[src/rtl/core/lzexe_pkg.sv]
// Package for the LZ decompressor: parse phases, command word between
// the byte parser and the copy engine. No dependencies.
package lzexe_pkg;

  typedef enum logic [8:0] {
    PH_TOKEN     = 9'b000000001,
    PH_KIND      = 9'b000000010,
    PH_SHORT_HI  = 9'b000000100,
    PH_SHORT_LO  = 9'b000001000,
    PH_SHORT_OFF = 9'b000010000,
    PH_LITERAL   = 9'b000100000,
    PH_LONG_OFF  = 9'b001000000,
    PH_LONG_LEN  = 9'b010000000,
    PH_LONG_EXT  = 9'b100000000
  } phase_e;

  typedef enum logic [1:0] {
    CMD_LIT   = 2'd0,
    CMD_MATCH = 2'd1,
    CMD_END   = 2'd2,
    CMD_NONE  = 2'd3
  } cmd_kind_e;

  // One command per accepted input byte; CMD_NONE still closes the byte.
  typedef struct packed {
    cmd_kind_e   kind;
    logic [7:0]  lit;
    logic [15:0] distance;
    logic [8:0]  len;
  } cmd_t;

  localparam int unsigned MaxResults = 32;

endpackage

[src/rtl/core/lzexe_cmd_fifo.sv]
// Two-entry command queue between parser and copy engine.
// Depends on lzexe_pkg.
module lzexe_cmd_fifo (
  input  logic            clk_i,
  input  logic            rst_ni,
  input  logic            wr_valid_i,
  output logic            wr_ready_o,
  input  lzexe_pkg::cmd_t wr_data_i,
  output logic            rd_valid_o,
  input  logic            rd_ready_i,
  output lzexe_pkg::cmd_t rd_data_o
);
  import lzexe_pkg::*;

  cmd_t       mem_q [2];
  logic       wp_q, rp_q;
  logic [1:0] cnt_q;
  logic       wr, rd;

  assign wr_ready_o = cnt_q != 2'd2;
  assign rd_valid_o = cnt_q != 2'd0;
  assign rd_data_o  = mem_q[rp_q];
  assign wr = wr_valid_i && wr_ready_o;
  assign rd = rd_valid_o && rd_ready_i;

  // Store words without reset.
  always_ff @(posedge clk_i) begin
    if (wr) mem_q[wp_q] <= wr_data_i;
  end

  // Advance pointers and count.
  always_ff @(posedge clk_i or negedge rst_ni) begin
    if (!rst_ni) begin
      wp_q <= 1'b0; rp_q <= 1'b0; cnt_q <= '0;
    end else begin
      if (wr) wp_q <= ~wp_q;
      if (rd) rp_q <= ~rp_q;
      cnt_q <= cnt_q + {1'b0, wr} - {1'b0, rd};
    end
  end
endmodule

[config.mk]
export PLATFORM = sky130hd
export DESIGN_NAME = lzexe_cmd_fifo
export DESIGN_NICKNAME = d
export VERILOG_FILES = /design/src/rtl/core/lzexe_pkg.sv /design/src/rtl/core/lzexe_cmd_fifo.sv
export SDC_FILE = /design/constraint.sdc
export NUM_CORES = 1
export LEC_CHECK = 0
export ABC_AREA = 1
export BUFFER_PORTS_ARGS = -buffer_cell sky130_fd_sc_hd__buf_4
export CORE_UTILIZATION = 49
export CTS_BUF_LIST = sky130_fd_sc_hd__clkbuf_8
export DETAILED_ROUTE_END_ITERATION = 12
export PLACE_DENSITY = 0.78
export SLEW_MARGIN = 10
export SYNTH_ARGS = -nofsm -noshare
export SYNTH_HDL_FRONTEND = slang
export SYNTH_SLANG_ARGS = --single-unit
[constraint.sdc]
create_clock -name clk_i -period 2.75 [get_ports clk_i]
set_clock_uncertainty 0.15 [all_clocks]
set_input_delay 0.55 -clock clk_i [delete_from_list [all_inputs] [get_ports clk_i]]
set_output_delay 0.55 -clock clk_i [all_outputs]
set_load 0.02 [all_outputs]
==> qor.yml <==
vias: 1764
dp_hpwl_um: 3180
critPathMostFrequentCell: "nand2_1"
criticalPathCategory: "reg -> out"
dieArea_mm2: 0.006094
clk_pin_slew_worst_paths_ps: 70
final_common_cell: "nand2_1"
use_met1: 0.1882
synth_top_area_frac: 0.7414
grt_pass1_vias: 1732
ant_nets: 0
placed_area_mm2: 0.003471
fmax_ghz: 0.4121
cp-startpoint: "rp_q"
crit_family: "flip-flops"
cpMaxStageDelayCell: "dfrtp_1"
stdcell_count: 375
rows: 27
hold_viol_final: 0
start_kind: "flip-flop"
htree_levels: 3
synthesis.area_mm2: 0.002835
critical-path-max-stage-delay_ps: 800
relSlewSlack: 0.5325
gr-total-overflow: 0
powerDensity_mw_per_mm2: 1094
globalplace.congestion: 0.7793
crit_path_end_kind: "output pin"
synthesis.nets: 255
fin_crit_ps: 2427
hp-class: "in -> reg"
viasPerCell: 4.704
grt_usage: 0.1682
synthTopCellsByArea: "edfxtp_1 74%, nand2_1 14%, dfrtp_1 3.5%, nand2_2 2.2%, buf_6 1.6%"
cp_max_fo: 36
numCtsBuffers: 9
cts_tree: "built"
status: "complete, no violations"
ff2ff_path_depth: 4
grt_pass1_wl_um: 7417
reg2reg_from: "cnt_q[1]"
fin_tns_setup_ps: 0
synth_warnings: 0
regToRegSetupSlack_ps: 1000
slew_violations: 0
synth_seq_cells: 74
worst-path-stages: 4
hold_ws_ps: 242.3
ir_worst_vdd_mv: 0.6207
final_nets: 339
post-route-drc-count: 0
avgSynthCellArea_um2: 13.25
met3_usage: 0.04302
drt_iter0_markers: 105
wl_um: 4785
dr.pass1.iters: 4
yosysSeqAreaShare: 0.7767
fin_crit_sh: 0.8824
setup_violations: 0
cts_root_buf: "clkbuf_8"
cap_violations: 0
p_leak_nw: 1.617
diodes: 0
dieHeight_um: 78.07
critPathBufInv: 2
cts_resized: 0
antenna_found_initial: 0
port_buffers: 75
boundaryPins: 76
clock_latency_ps: 330
final_area_mm2: 0.003660
final_cell_mix: "108 x nand2_1, 77 x buf_4, 70 x edfxtp_1"
start_util: 0.5117
worst_ep_arrival_time_ps: 1730
cts_sinks: 74
design_power_total_mw: 4.004
wl_per_cell_um: 12.76
tightest_slew_ps: 701.3
syn_inst: 214
critPathCapture: "rd_data_o[26]"
areaGrowthSynthToFinish_pct: 29.08
yosysTopAreaCell: "edfxtp_1"
clk_path_buf_depth: 2
drive_gt1_frac: 0.3399
crit_chain: "inv_8 > nand2_1 > nand2_1 > buf_4"
required_ps: 2050
rsz0062_at_grt: "false"
fillers: 412
die_w_um: 78.07
placedCellCount: 358
top_usage_layer: "met2"
grt_max_degree: 37
coreArea_mm2: 0.005540
r2r-end: "mem_q[1][31]"
ys_types: 12
groute.layer.met2.usage: 0.2825
==> routing by layer <==
layer	wire [um]	vias up
li1	-	876
met1	1877	808
met2	2532	67
met3	262	13
met4	113	0
met5	0	-
==> cell families (layout without fill, tap and decap cells) <==
kind of cell  Yosys count  count (layout)  share of synthesized area
flops                  74              74                     0.7767
buf+inv                16             105                    0.04280
fa+ha+maj               2               2                   0.008825
simple gates          122             122                     0.1717
==> power breakdown <==
part / switching, mW / total (mW) / internal, mW / leakage [nW]
sequential: 0.111 / 1.65 / 1.54 / 0.699
clock: 0.351 / 0.754 / 0.403 / 0.104
combinational: 0.993 / 1.60 / 0.607 / 0.814
total: 1.46 / 4.00 / 2.55 / 1.62
==> repair_timing <==
item,in CTS,in global routing
buffers inserted,0,0
endpoints found under the hold margin,4,0
hold buffers,1,0
==> how the worst min path moves through the flow <==
stage	start	cells after the start	to
2_1_floorplan	rst_ni	0	cnt_q[0]
3_3_place_gp	rst_ni	1	cnt_q[0]
3_5_place_dp	rst_ni	1	cnt_q[0]
4_1_cts	wr_data_i[20]	1	mem_q[1][20]
5_1_grt	wr_data_i[18]	1	mem_q[1][18]
6_report	wr_data_i[9]	1	mem_q[0][9]
==> flip-flops by register name (all words and copies together) (netlist names) <==
name	cells
mem_q	70
wp_q	1
cnt_q	2
rp_q	1
==> worst register-to-register path, stage by stage, from the launching register on <==
cell and delay [ps]:
dfrtp_1 400, nand2_1 120, nand2_1 130, nor2_4 410, buf_12 240
==> area by class of cell <==
type,instances,area [um^2],share of cell area
clock buffers,9,123.9,0.03385
clock inverters,7,55.05,0.01504
inverters,9,41.29,0.01128
multi-input cells,124,519.2,0.1419
flip-flops and latches,74,2202,0.6017
well taps,72,90.09,0.02462
repair buffers,80,628.1,0.1716
==> stage by stage <==
stage,util,worst slack (ps)
finish,0.6606,323.4
global route,0.6606,199.9
CTS,0.6606,323.2
detailed placement,0.6265,699.5
global placement,0.6265,717.8
floorplan,-,551.1
==> cells in the mapped netlist <==
master	number
buf_4	2
inv_1	8
nand3_1	3
buf_6	4
nand2_1	108
buf_12	1
edfxtp_1	70
inv_8	1
dfrtp_1	4
nor2_1	1
nand2_2	10
ha_1	2
Note: power is estimated with default switching activity, not from simulation.
