[config.mk]
export PLATFORM = sky130hd
export DESIGN_NAME = lzexe_parser
export DESIGN_NICKNAME = d
export VERILOG_FILES = /design/src/rtl/core/lzexe_pkg.sv /design/src/rtl/core/lzexe_parser.sv
export SDC_FILE = /design/constraint.sdc
export NUM_CORES = 1
export LEC_CHECK = 0
export BUFFER_PORTS_ARGS = -buffer_cell sky130_fd_sc_hd__buf_4
export CAP_MARGIN = 5
export CORE_ASPECT_RATIO = 1.75
export CORE_MARGIN = 1
export CORE_UTILIZATION = 50
export CTS_CLUSTER_DIAMETER = 40
export DETAILED_ROUTE_END_ITERATION = 6
export GPL_TIMING_DRIVEN = 0
export PLACE_DENSITY_LB_ADDON = 0.05
export SETUP_SLACK_MARGIN = 0.02
export SLEW_MARGIN = 20
export SYNTH_ARGS = -nofsm -noshare
export SYNTH_HDL_FRONTEND = slang
export SYNTH_SLANG_ARGS = --single-unit
[constraint.sdc]
create_clock -name clk_i -period 7.8 [get_ports clk_i]
set_clock_uncertainty 0.2 [all_clocks]
set_input_delay 1.56 -clock clk_i [delete_from_list [all_inputs] [get_ports clk_i]]
set_output_delay 1.56 -clock clk_i [all_outputs]
set_load 0.01 [all_outputs]
[src/rtl/core/lzexe_pkg.sv]
// Package for the LZ decompressor: parse phases, command word between
// the byte parser and the copy engine. No dependencies.
package lzexe_pkg;

  typedef enum logic [8:0] {
    PH_TOKEN     = 9'b000000001,
    PH_KIND      = 9'b000000010,
    PH_SHORT_HI  = 9'b000000100,
    PH_SHORT_LO  = 9'b000001000,
    PH_SHORT_OFF = 9'b000010000,
    PH_LITERAL   = 9'b000100000,
    PH_LONG_OFF  = 9'b001000000,
    PH_LONG_LEN  = 9'b010000000,
    PH_LONG_EXT  = 9'b100000000
  } phase_e;

  typedef enum logic [1:0] {
    CMD_LIT   = 2'd0,
    CMD_MATCH = 2'd1,
    CMD_END   = 2'd2,
    CMD_NONE  = 2'd3
  } cmd_kind_e;

  // One command per accepted input byte; CMD_NONE still closes the byte.
  typedef struct packed {
    cmd_kind_e   kind;
    logic [7:0]  lit;
    logic [15:0] distance;
    logic [8:0]  len;
  } cmd_t;

  localparam int unsigned MaxResults = 32;

endpackage

[src/rtl/core/lzexe_parser.sv]
// Front end: control word handling and token classification, one byte
// per cycle while the command output is ready. Depends on lzexe_pkg.
module lzexe_parser (
  input  logic           clk_i,
  input  logic           rst_ni,
  input  logic           valid_i,
  output logic           ready_o,
  input  logic [7:0]     in_byte_i,
  output logic           cmd_valid_o,
  input  logic           cmd_ready_i,
  output lzexe_pkg::cmd_t cmd_o
);
  import lzexe_pkg::*;

  logic [15:0] word_q, word_d;
  logic [4:0]  left_q, left_d;
  logic        low_q, low_d;
  phase_e      ph_q, ph_d;
  logic [7:0]  off_lo_q, off_lo_d;
  logic [12:0] long_off_q, long_off_d;
  logic [8:0]  len_q, len_d;
  logic        fin_q, fin_d;
  cmd_t        cmd;
  logic        take;

  // A finished stream swallows bytes without commands.
  assign ready_o = fin_q || cmd_ready_i;
  assign take    = valid_i && ready_o && !fin_q;
  assign cmd_valid_o = valid_i && !fin_q;
  assign cmd_o   = cmd;

  // Decode one byte, then consume up to four control bits.
  always_comb begin
    logic [15:0] w;
    logic [4:0]  l;
    phase_e      p;
    logic [8:0]  n;
    logic        ended;
    w = word_q; l = left_q; p = ph_q; n = len_q; ended = 1'b0;
    low_d = low_q; off_lo_d = off_lo_q; long_off_d = long_off_q; fin_d = fin_q;
    cmd = '{kind: CMD_NONE, lit: in_byte_i, distance: 16'd0, len: 9'd0};
    if (left_q == 5'd0) begin
      if (!low_q) begin
        w = {8'd0, in_byte_i}; low_d = 1'b1;
      end else begin
        w = {in_byte_i, word_q[7:0]}; l = 5'd16; low_d = 1'b0;
      end
    end else begin
      case (ph_q)
        PH_LITERAL: begin
          cmd.kind = CMD_LIT; p = PH_TOKEN;
        end
        PH_SHORT_OFF: begin
          cmd.kind = CMD_MATCH;
          cmd.distance = 16'h0100 - {8'd0, in_byte_i};
          cmd.len = n; p = PH_TOKEN;
        end
        PH_LONG_OFF: begin
          off_lo_d = in_byte_i; p = PH_LONG_LEN;
        end
        PH_LONG_LEN: begin
          long_off_d = {in_byte_i[7:3], off_lo_q};
          n = {6'd0, in_byte_i[2:0]} + 9'd2;
          if (in_byte_i[2:0] == 3'd0) begin
            p = PH_LONG_EXT;
          end else begin
            cmd.kind = CMD_MATCH;
            cmd.distance = 16'h2000 - {3'd0, in_byte_i[7:3], off_lo_q};
            cmd.len = n; p = PH_TOKEN;
          end
        end
        PH_LONG_EXT: begin
          if (in_byte_i == 8'd0) begin
            cmd.kind = CMD_END; fin_d = 1'b1; ended = 1'b1;
          end else begin
            if (in_byte_i != 8'd1) begin
              cmd.kind = CMD_MATCH;
              cmd.distance = 16'h2000 - {3'd0, long_off_q};
              cmd.len = {1'b0, in_byte_i} + 9'd1;
            end
            p = PH_TOKEN;
          end
        end
        default: ;
      endcase
    end
    // At most four bit-consuming phases occur before a byte phase.
    for (int i = 0; i < 4; i++) begin
      if (!ended && l != 5'd0) begin
        case (p)
          PH_TOKEN: begin
            p = w[0] ? PH_LITERAL : PH_KIND; w = w >> 1; l = l - 5'd1;
          end
          PH_KIND: begin
            p = w[0] ? PH_LONG_OFF : PH_SHORT_HI; w = w >> 1; l = l - 5'd1;
          end
          PH_SHORT_HI: begin
            n = {7'd0, w[0], 1'b0}; p = PH_SHORT_LO; w = w >> 1; l = l - 5'd1;
          end
          PH_SHORT_LO: begin
            n = (n | {8'd0, w[0]}) + 9'd2; p = PH_SHORT_OFF;
            w = w >> 1; l = l - 5'd1;
          end
          default: ;
        endcase
      end
    end
    word_d = w; left_d = l; ph_d = p; len_d = n;
  end

  // Advance parse state on each accepted byte.
  always_ff @(posedge clk_i or negedge rst_ni) begin
    if (!rst_ni) begin
      word_q <= '0; left_q <= '0; low_q <= 1'b0; ph_q <= PH_TOKEN;
      off_lo_q <= '0; long_off_q <= '0; len_q <= '0; fin_q <= 1'b0;
    end else if (take) begin
      word_q <= word_d; left_q <= left_d; low_q <= low_d; ph_q <= ph_d;
      off_lo_q <= off_lo_d; long_off_q <= long_off_d; len_q <= len_d;
      fin_q <= fin_d;
    end
  end
endmodule

==> metrics.md, run 1 <==
| Metric | Value |
|---|---|
| Final weighted congestion in routability-driven placement | 0.9733 |
| Endpoint of the worst register-to-register path | len_q[3] |
| Number of placement rows | 60 |
| Yosys warnings | 0 |
| Fin worst setup slack | 0.1935 ns |
| Peak ir drop on the vdd network | 0.1779 mV |
| Endpoint class of the critical path | register |
| Die Outline Area | 16250 um^2 |
| Number of endpoints with negative hold slack in the final report | 0 |
| Leakage power summed over all cells | 3.820 nW |
| Start-to-end type of the worst setup path | primary input to register |
| Placed cell count | 1251 |
| IO Port Bufs | 44 |
| Startpoint of the worst-slack reg-to-reg timing path | ph_q[6] |
| Die boundary width | 96.79 um |
| Boundary Pins | 49 |
| Number of clock buffers inserted by TritonCTS | 9 |
| Hold depth | 2 |
| Starting density of the core | 0.5108 |
| Final setup fails | 0 |
| Sw power | 1.526 mW |
| Sequential Power Share | 0.172 |
| Number of cells in the finished layout apart from fillers | 1307 |
| Outcome | complete, no violations |
| Placeable Area | 15390 um^2 |
| Total Routing Usage GR | 0.3515 |
| Clock sink total | 62 |
| Clock slew seen by the registers of the worst setup and hold paths | 0.05 ns |
| Avg Vias per Cell | 6.629 |
| Cells taking the most area after synthesis | dfrtp_1, nand2_1, mux2_2 |
| Part of the power in the clock network | 0.127 |
| Die span in y | 167.9 um |
| Reg2Reg Setup Slack | 0.81 ns |
| Yosys top cell by area | dfrtp_1 |
| Cell variety after synth | 104 |
| Primary flip-flop cell chosen by synthesis mapping | dfrtp_1 |
| Max Fclk | 131.5 MHz |
| Endpoint required time on the critical path | 7.86 ns |
| Cts hold-fix bufs | 0 |
| Number of nets still failing antenna checks after routing | 0 |
| H-tree depth | 3 |
| Initial antenna violation count | 0 |
| Worst relative slew slack | 0.2740 |
| Register bit count reported by yosys | 62 |
| Starting DRC count in detailed routing | 481 |
| Number of buffers between clock root and the deepest sink | 2 |
| Share of post-route cells with drive strength above 1 | 0.2373 |
| Via count of the first global-routing pass | 8493 |
| Total length of routed wires | 29.27 mm |
| Most common cell in the synthesized netlist | nand2_1 |
| Async set or reset register ratio after synthesis | 1.000 |
| Max-cap check violation count | 0 |
| Data arrival time of the critical path | 7.66 ns |
| Register area share after synthesis | 0.1975 |
| Fill cell total of the finished layout | 1426 |
| Classification of the worst-slack hold path | register to register |
| Power density over the cells | 315.4 nW/um^2 |
| P&R area growth vs syn | 20.53% |
| Mean Syn Cell Area | 7.707 um^2 |
| Count of nets after finishing | 1147 |
| Clock period minus final worst setup slack | 7.607 ns |
| Maximum fanout along the worst path | 10 |
| Placement Setup Slack | -1.993 ns |
| Hold path startpoint | word_q[0] |
| HPWL Detailed | 21.70 mm |
| Average wire per standard cell | 22.39 um |
| Remaining design rule violation count | 0 |
| Most frequent cells after synthesis | nand2_1, nor2_1, dfrtp_1 |
| Power Internal | 1.462 mW |
| Post-synthesis instance total | 1020 |
| Overflow left after global routing | 0 |
| Hold path endpoint | word_q[0] |
| Antenna Diode Count | 0 |
| Setup_tns | 0 ns |
| Startpoint type of the worst setup path | primary input |
| Top-area cell type share of the netlist area | 0.1942 |
| Cell count of the worst reg-to-reg path | 17 |
| Count of flip-flops with a built-in enable after synthesis | 0 |
| Max-slew violation count | 0 |
| Skew-Pair Late Insertion Delay | 0.34 ns |
| Cell at the root of the clock tree | clkbuf_16 |
| Ratio of final minimum period to clock period | 0.9752 |
| TritonCTS clock tree | yes |
| Unrepaired setup endpoints after global routing | no |
| Share of total power in combinational logic | 0.701 |
| Count of TritonRoute iterations in the first routing pass | 6 |
| Maximum number of pins on one net before global-route repair | 63 |
| Switching power share of the total | 0.5107 |
| Global-route wire length before repair | 45.12 mm |
| Worst-margin pin slew | 1.089 ns |
| Netlist area before placement | 7861 um^2 |
| Via count of the routed design | 8664 |
[sequential cells by signal, summed over array words and instances, names as in the netlist]
name / flops
left_q: 5
fin_q: 1
ph_q: 9
word_q: 16
long_off_q: 13
low_q: 1
len_q: 9
off_lo_q: 8
[timing repair]
| item | CTS | global route |
|---|---|---|
| gates resized for setup | 46 | 24 |
| setup buffers | 28 | 15 |
| endpoints found under the setup margin | 37 | 37 |
| pin swaps | 19 | 21 |
| cloned | 1 | 0 |
[layout by cell type, fill, tap and decap left out, types with 35 or more instances in the layout]
cell type	count
nand2_1	108
buf_4	96
nor2_1	90
dfrtp_1	61
a21oi_1	46
o21ai_0	43
clkbuf_1	42
mux2i_1	37
nor3_1	35
nand3_1	35
[worst max-delay path: stages]
cell	delay [ns]
buf_4	0.17
clkinvlp_4	0.13
ha_4	0.15
or3b_4	0.39
nor4_4	0.38
a211oi_2	0.15
o211a_1	0.18
or2_1	0.24
buf_4	0.20
nor2_4	0.16
xnor2_4	0.15
inv_2	0.07
ha_4	0.17
o211ai_4	0.09
buf_4	0.19
o21ai_1	0.14
o2bb2ai_2	0.43
xnor2_2	0.24
a211oi_2	0.85
o21ai_2	0.16
a2111o_1	0.52
buf_6	0.19
or4b_1	0.53
a31oi_1	0.19
[how the worst max path moves through the flow]
| stage | startpoint | cells after the start | slack, ns | end |
|---|---|---|---|---|
| after global placement | in_byte_i[1] | 33 | -2.07 | ph_q[4] |
| after floorplan | in_byte_i[0] | 32 | 0.03 | left_q[1] |
| final | in_byte_i[1] | 24 | 0.19 | len_q[3] |
| after global routing | in_byte_i[1] | 32 | 0.01 | len_q[8] |
| after detailed placement | in_byte_i[1] | 33 | -1.99 | ph_q[4] |
| after CTS | in_byte_i[0] | 33 | 0.03 | len_q[8] |
[metrics by stage]
step | instance area (um^2) | power, mW | utilization | hold slack [ns]
floorplan | 7963 | 1.890 | - | 0.2417
global placement | 8526 | 2.299 | 0.5540 | 0.2609
detailed placement | 8532 | 2.323 | 0.5544 | 0.2731
CTS | 9254 | 2.851 | 0.6013 | 0.2847
global route | 9475 | 3.162 | 0.6157 | 0.3183
finish | 9475 | 2.988 | 0.6157 | 0.2828
[cell type report]
| class | instances | area [um^2] | area share |
|---|---|---|---|
| plain buffers | 75 | 449.2 | 0.04741 |
| multi-input cells | 855 | 6185 | 0.6527 |
| well taps | 186 | 232.7 | 0.02456 |
| repair buffers | 88 | 686.9 | 0.07249 |
| flip-flops and latches | 62 | 1553 | 0.1639 |
| inverters | 25 | 100.1 | 0.01056 |
| clock inverters | 4 | 22.52 | 0.002377 |
| clock buffers | 12 | 246.5 | 0.02601 |
[cell families after synthesis]
kind of cell / Yosys count / synth area share
fa+ha+maj: 20 / 0.03151
other cells: 1 / 0.0004770
xor+xnor: 56 / 0.06478
compound gates: 297 / 0.2789
simple gates: 408 / 0.2650
flops: 62 / 0.1975
buf+inv: 104 / 0.06414
mux: 72 / 0.09772
[power by group through the flow]
stage / clock network, mW / logic (mW) / registers (mW)
2_1_floorplan: 0 / 1.41 / 0.484
3_3_place_gp: 0 / 1.79 / 0.512
3_5_place_dp: 0 / 1.81 / 0.514
4_1_cts: 0.381 / 1.96 / 0.510
5_1_grt: 0.391 / 2.25 / 0.525
6_report: 0.380 / 2.09 / 0.514
[layer usage]
| metal | GRT usage | share of wire |
|---|---|---|
| met3 | 0.04110 | 0.051 |
| met2 | 0.6298 | 0.50 |
| met5 | 0 | 0 |
| met1 | 0.3796 | 0.37 |
| met4 | 0.2505 | 0.073 |
(Power assumes the default switching activity.)
==> inputs of run 2 (changes only) <==
--- a/config.mk
+++ b/config.mk
@@ -19,3 +19,4 @@
 export SYNTH_ARGS = -nofsm -noshare
 export SYNTH_HDL_FRONTEND = slang
 export SYNTH_SLANG_ARGS = --single-unit
+export TNS_END_PERCENT = 1
==> constraint.sdc (replaced) <==
create_clock -name clk_i -period 8.39 [get_ports clk_i]
set_clock_uncertainty 0.2 [all_clocks]
set_input_delay 1.678 -clock clk_i [delete_from_list [all_inputs] [get_ports clk_i]]
set_output_delay 1.678 -clock clk_i [all_outputs]
set_load 0.01 [all_outputs]
==> run 2 against run 1 <==
  * Die area unchanged
  * Via count down 2.0%
  * Worst setup slack got worse by 0.063 ns
  * Combinational power shrank 13%
  * Register-to-register slack worse by 0.14 ns
  * Utilization shrank 1.8 points
  * Global-route usage grew 0.36 points
  * Worst hold slack got worse by 0.00066 ns
  * Clock power rose by 1%
  * Count of clock-buffer cells in the layout unchanged
  * Non-clock buffer count decreased by 25
  * Critical path type unchanged
==> metrics.md, run 2 (synthesis results as in run 1) <==
| Metric | Value |
|---|---|
| Setup_tns | 0 ns |
| Part of the power in the clock network | 0.144 |
| Area post-placement | 8437 um^2 |
| Layout Cell Area excl Fill | 9191 um^2 |
| Hold depth | 1 |
| Largest registers ranked by flip-flop count | word_q: 16 flops, long_off_q: 13 flops |
| Start-to-end type of the worst setup path | primary input to register |
| Starting density of the core | 0.5108 |
| Die Outline Area | 16250 um^2 |
| Via count of the first global-routing pass | 8413 |
| Via count of the routed design | 8488 |
| Cts hold-fix bufs | 0 |
| Max reg flops | 16 |
| Placeable Area | 15390 um^2 |
| Worst-margin pin slew | 1.086 ns |
| Sequential Power Share | 0.178 |
| H-tree depth | 3 |
| Cell count of the worst reg-to-reg path | 25 |
| Power Internal | 1.303 mW |
| Maximum number of pins on one net before global-route repair | 63 |
| TritonCTS clock tree | yes |
| Leakage power summed over all cells | 3.684 nW |
| Ratio of final minimum period to clock period | 0.9844 |
| Register bank with the most flops | word_q |
| Count of TritonRoute iterations in the first routing pass | 7 |
| Leading cell type in the layout, fill and taps excluded | nand2_1 |
| Count of nets after finishing | 1122 |
| Number of endpoints with negative hold slack in the final report | 0 |
| Number of placement rows | 60 |
| Endpoint required time on the critical path | 8.43 ns |
| Starting DRC count in detailed routing | 680 |
| Endpoint class of the critical path | register |
| Cell at the root of the clock tree | clkbuf_16 |
| Worst-path cell with the longest stage delay | a2111o_1 |
| Die span in y | 167.9 um |
| Clock slew seen by the registers of the worst setup and hold paths | 0.06 ns |
| Number of clock buffers inserted by TritonCTS | 9 |
| HPWL Detailed | 21.69 mm |
| IO Port Bufs | 44 |
| CP peak stage delay | 0.59 ns |
| Startpoint type of the worst setup path | primary input |
| Fill cell total of the finished layout | 1462 |
| Share of post-route cells with drive strength above 1 | 0.2053 |
| Skew-Pair Late Insertion Delay | 0.34 ns |
| Sw power | 1.372 mW |
| Unrepaired setup endpoints after global routing | yes |
| Global-route wire length before repair | 45.72 mm |
| Initial antenna violation count | 0 |
| Max-cap check violation count | 0 |
| Data arrival time of the critical path | 8.30 ns |
| Boundary Pins | 49 |
| Final setup fails | 0 |
| Peak ir drop on the vdd network | 0.1837 mV |
| Total Routing Usage GR | 0.3551 |
| Max Fclk | 121.1 MHz |
| Remaining design rule violation count | 0 |
| Outcome | complete, no violations |
| Avg Vias per Cell | 6.621 |
| Power after layout | 2.675 mW |
| Worst relative slew slack | 0.2734 |
| Max-slew violation count | 0 |
| Share of total power in combinational logic | 0.678 |
| P&R area growth vs syn | 16.92% |
| Average wire per standard cell | 22.55 um |
| Antenna Diode Count | 0 |
| Die boundary width | 96.79 um |
| Classification of the worst-slack hold path | register to register |
| Clock sink total | 62 |
| Final weighted congestion in routability-driven placement | 0.9728 |
| Maximum fanout along the worst path | 10 |
| Clock period minus final worst setup slack | 8.259 ns |
| Power density over the cells | 291.0 nW/um^2 |
| Overflow left after global routing | 0 |
| Number of buffers between clock root and the deepest sink | 2 |
| Number of nets still failing antenna checks after routing | 0 |
| Switching power share of the total | 0.5129 |
| Total length of routed wires | 28.91 mm |
| Top library cells by usage in the layout, fill and taps aside | nand2_1, nor2_1, buf_4, dfrtp_1 |
run 2: cell types whose count changed in the layout (fill, tap and decap cells not counted), sizes merged:
cell    before  now
buf        122   93
bufinv       0    1
clkinv       3    2
clkbuf      53   57
run 2: final cells by class:
type / count / area (um^2) / area share
Buffer: 78 / 471.7 / 0.05132
Inverter: 25 / 100.1 / 0.01089
Clock inverter: 4 / 47.55 / 0.005173
Tap cell: 186 / 232.7 / 0.02532
Sequential cell: 62 / 1553 / 0.1689
Clock buffer: 12 / 246.5 / 0.02682
Multi-Input combinational cell: 855 / 6088 / 0.6624
Timing Repair Buffer: 60 / 451.7 / 0.04914
run 2: layer usage:
metal / vias up / track usage / part of all wire
met5: - / 0 / 0
met4: 0 / 0.2680 / 0.074
met3: 107 / 0.04940 / 0.053
met2: 373 / 0.6151 / 0.50
met1: 4049 / 0.3906 / 0.37
li1: 3959 / - / -
run 2: final timing paths:
path,start,to,slack [ns]
max,in_byte_i[0],len_q[3],0.13
min,word_q[5],word_q[5],0.28
max reg2reg,left_q[3],len_q[3],0.67
min reg2reg,word_q[5],word_q[5],0.28
max in group asynchronous,rst_ni,long_off_q[6],6.18
min in group asynchronous,rst_ni,word_q[11],1.24
run 2: critical path, delay by kind of cell:
kind            cells  cell delay (ns)
compound gates      7             1.71
simple gates       10             2.57
fa+ha+maj           3             0.52
mux                 1             0.36
buf+inv             8             1.43
run 2: power by group through the flow:
stage	Combinational (mW)	Clock (mW)	Sequential [mW]
4_1_cts	1.76	0.385	0.473
5_1_grt	1.98	0.396	0.487
3_5_place_dp	1.67	0	0.475
3_3_place_gp	1.66	0	0.473
2_1_floorplan	1.29	0	0.449
6_report	1.81	0.385	0.476
run 2: per-stage QoR:
step | setup slack, ns | hold slack [ns] | utilization | std cells
after floorplan | 0.06605 | 0.2417 | - | 1021
after global placement | -2.867 | 0.2605 | 0.5478 | 1251
after detailed placement | -2.862 | 0.2700 | 0.5482 | 1251
after CTS | 0.02014 | 0.2826 | 0.5898 | 1278
after global routing | -0.05898 | 0.2957 | 0.5972 | 1282
final | 0.1309 | 0.2821 | 0.5972 | 1282
run 2: what timing repair did:
item / CTS / global route
setup endpoints to repair: 37 / 37
hold endpoints to repair: 0 / 0
pin swaps: 10 / 6
gates resized for setup: 53 / 20
gates cloned: 1 / 0
setup buffers: 11 / 4
==> inputs of run 3 (changes only) <==
--- a/config.mk
+++ b/config.mk
@@ -10,6 +10,7 @@
 export CORE_ASPECT_RATIO = 1.75
 export CORE_MARGIN = 1
 export CORE_UTILIZATION = 50
+export CTS_BUF_LIST = sky130_fd_sc_hd__clkbuf_4
 export CTS_CLUSTER_DIAMETER = 40
 export DETAILED_ROUTE_END_ITERATION = 6
 export GPL_TIMING_DRIVEN = 0
==> run 3 against run 2 <==
  * Utilization fell by 1.3 points
  * Worst setup slack improved by 0.078 ns
  * Fmax rose by 0.95%
==> metrics.md, run 3 (synthesis results as in run 1) <==
| Metric | Value |
|---|---|
| Outcome | complete, no violations |
| Number of nets still failing antenna checks after routing | 0 |
| Sequential Power Share | 0.188 |
| Power Internal | 1.168 mW |
| Remaining design rule violation count | 0 |
| Boundary Pins | 49 |
| Worst path bufs/invs | 11 |
| Via count of the first global-routing pass | 8372 |
| Overflow left after global routing | 0 |
| Sw power | 1.350 mW |
| Max-slew violation count | 0 |
| Skew-Pair Late Insertion Delay | 0.45 ns |
| Startpoint of the worst-slack reg-to-reg timing path | left_q[3] |
| Max Fclk | 122.2 MHz |
| Die Outline Area | 16250 um^2 |
| Initial antenna violation count | 1 |
| Hold Slack | 0.2913 ns |
| Clock period minus final worst setup slack | 8.181 ns |
| Die span in y | 167.9 um |
| Starting DRC count in detailed routing | 631 |
| Die boundary width | 96.79 um |
| Fin worst setup slack | 0.2087 ns |
| Register bank with the most flops | word_q |
| Worst-margin pin slew | 1.112 ns |
| Leakage power summed over all cells | 3.600 nW |
| Cell class contributing the biggest share of worst-path delay | buffers and inverters |
| Share of total power in combinational logic | 0.723 |
| Top library cells by usage in the layout, fill and taps aside | nand2_1, nor2_1, buf_4, dfrtp_1 |
| Endpoint class of the critical path | register |
| Max-cap check violation count | 0 |
| CP peak stage delay | 0.41 ns |
| Number of endpoints with negative hold slack in the final report | 0 |
| Utilization after layout | 0.5844 |
| Starting density of the core | 0.5108 |
| P&R area growth vs syn | 14.40% |
| Clock slew seen by the registers of the worst setup and hold paths | 0.13 ns |
| Ratio of final minimum period to clock period | 0.9751 |
| Clock sink total | 62 |
| Worst-path cell with the longest stage delay | or3b_1 |
| Placeable Area | 15390 um^2 |
| HPWL Detailed | 21.69 mm |
| Count of TritonRoute iterations in the first routing pass | 5 |
| H-tree depth | 3 |
| Start-to-end type of the worst setup path | primary input to register |
| Source of the critical timing path | in_byte_i[0] |
| Switching power share of the total | 0.5361 |
| Global-route wire length before repair | 45.51 mm |
| Placement Setup Slack | -2.862 ns |
| Average wire per standard cell | 22.35 um |
| Cell at the root of the clock tree | clkbuf_4 |
| Final weighted congestion in routability-driven placement | 0.9728 |
| Leading cell type in the layout, fill and taps excluded | nand2_1 |
| Hold path startpoint | word_q[5] |
| Data arrival time of the critical path | 8.37 ns |
| Cts hold-fix bufs | 0 |
| Startpoint type of the worst setup path | primary input |
| Via count of the routed design | 8434 |
| Maximum fanout along the worst path | 10 |
| Power density over the cells | 280.0 nW/um^2 |
| Power after layout | 2.518 mW |
| TritonCTS clock tree | yes |
| Avg Vias per Cell | 6.563 |
| Final setup fails | 0 |
| Number of clock buffers inserted by TritonCTS | 9 |
| Largest registers ranked by flip-flop count | word_q: 16 flops, long_off_q: 13 flops |
| Number of buffers between clock root and the deepest sink | 2 |
| Total Routing Usage GR | 0.3533 |
| Classification of the worst-slack hold path | register to register |
| Setup_tns | 0 ns |
| Unrepaired setup endpoints after global routing | yes |
| Part of the power in the clock network | 0.089 |
| Maximum number of pins on one net before global-route repair | 63 |
| IO Port Bufs | 44 |
| Worst relative slew slack | 0.2556 |
| Endpoint required time on the critical path | 8.58 ns |
| Number of placement rows | 60 |
| Share of post-route cells with drive strength above 1 | 0.2031 |
| Max reg flops | 16 |
| Total length of routed wires | 28.72 mm |
| Count of nets after finishing | 1124 |
| Peak ir drop on the vdd network | 0.2076 mV |
-- run 3: routing by layer --
metal,GRT usage,routed length [um]
met5,0,0
met2,0.6102,14140
met3,0.04483,1273
met4,0.2661,2291
met1,0.3931,11020
-- run 3: layout make-up --
cell class	count	area [um^2]
fill	1468	6396
multi-input combinational	855	6055
sequential	62	1553
timing repair buffer	62	466.7
buffer	78	452.9
tap	186	232.7
inverter	25	97.59
clock buffer	11	82.58
clock inverter	5	51.30
antenna	1	2.502
-- run 3: repair_timing --
| action | in CTS | in global routing |
|---|---|---|
| endpoints found under the hold margin | 0 | 0 |
| resized for setup | 47 | 13 |
| endpoints found under the setup margin | 37 | 37 |
| gates cloned | 1 | 0 |
| setup buffers | 11 | 6 |
| pin swaps | 9 | 4 |
-- run 3: path summary, 6_finish.rpt --
| kind | to | slack, ns | cells after the start |
|---|---|---|---|
| max | left_q[1] | 0.21 | 35 |
| min | word_q[5] | 0.29 | 1 |
| max reg2reg | left_q[1] | 0.69 | 31 |
| min reg2reg | word_q[5] | 0.29 | 1 |
| max in group asynchronous | off_lo_q[5] | 6.26 | 1 |
| min in group asynchronous | word_q[14] | 1.11 | 1 |
-- run 3: power by group through the flow --
stage	clock network [mW]	logic [mW]	registers [mW]
after global routing	0.232	1.98	0.485
after floorplan	0	1.29	0.449
after global placement	0	1.66	0.473
after CTS	0.226	1.75	0.471
final	0.224	1.82	0.474
after detailed placement	0	1.67	0.475
-- run 3: metrics by stage --
stage / std cells / cell area [um^2]
after CTS: 1278 / 8891
after detailed placement: 1251 / 8437
after global routing: 1285 / 8994
final: 1285 / 8994
after global placement: 1251 / 8431
after floorplan: 1021 / 7868
-- run 3: worst reg2reg max path: cells and delay by family (launching register included) --
kind            cells  cell delay, ns
compound gates      8            1.73
mux                 2            0.75
fa+ha+maj           3            0.57
simple gates        9            2.44
flops               1            0.38
xor+xnor            1            0.20
buf+inv             8            1.40
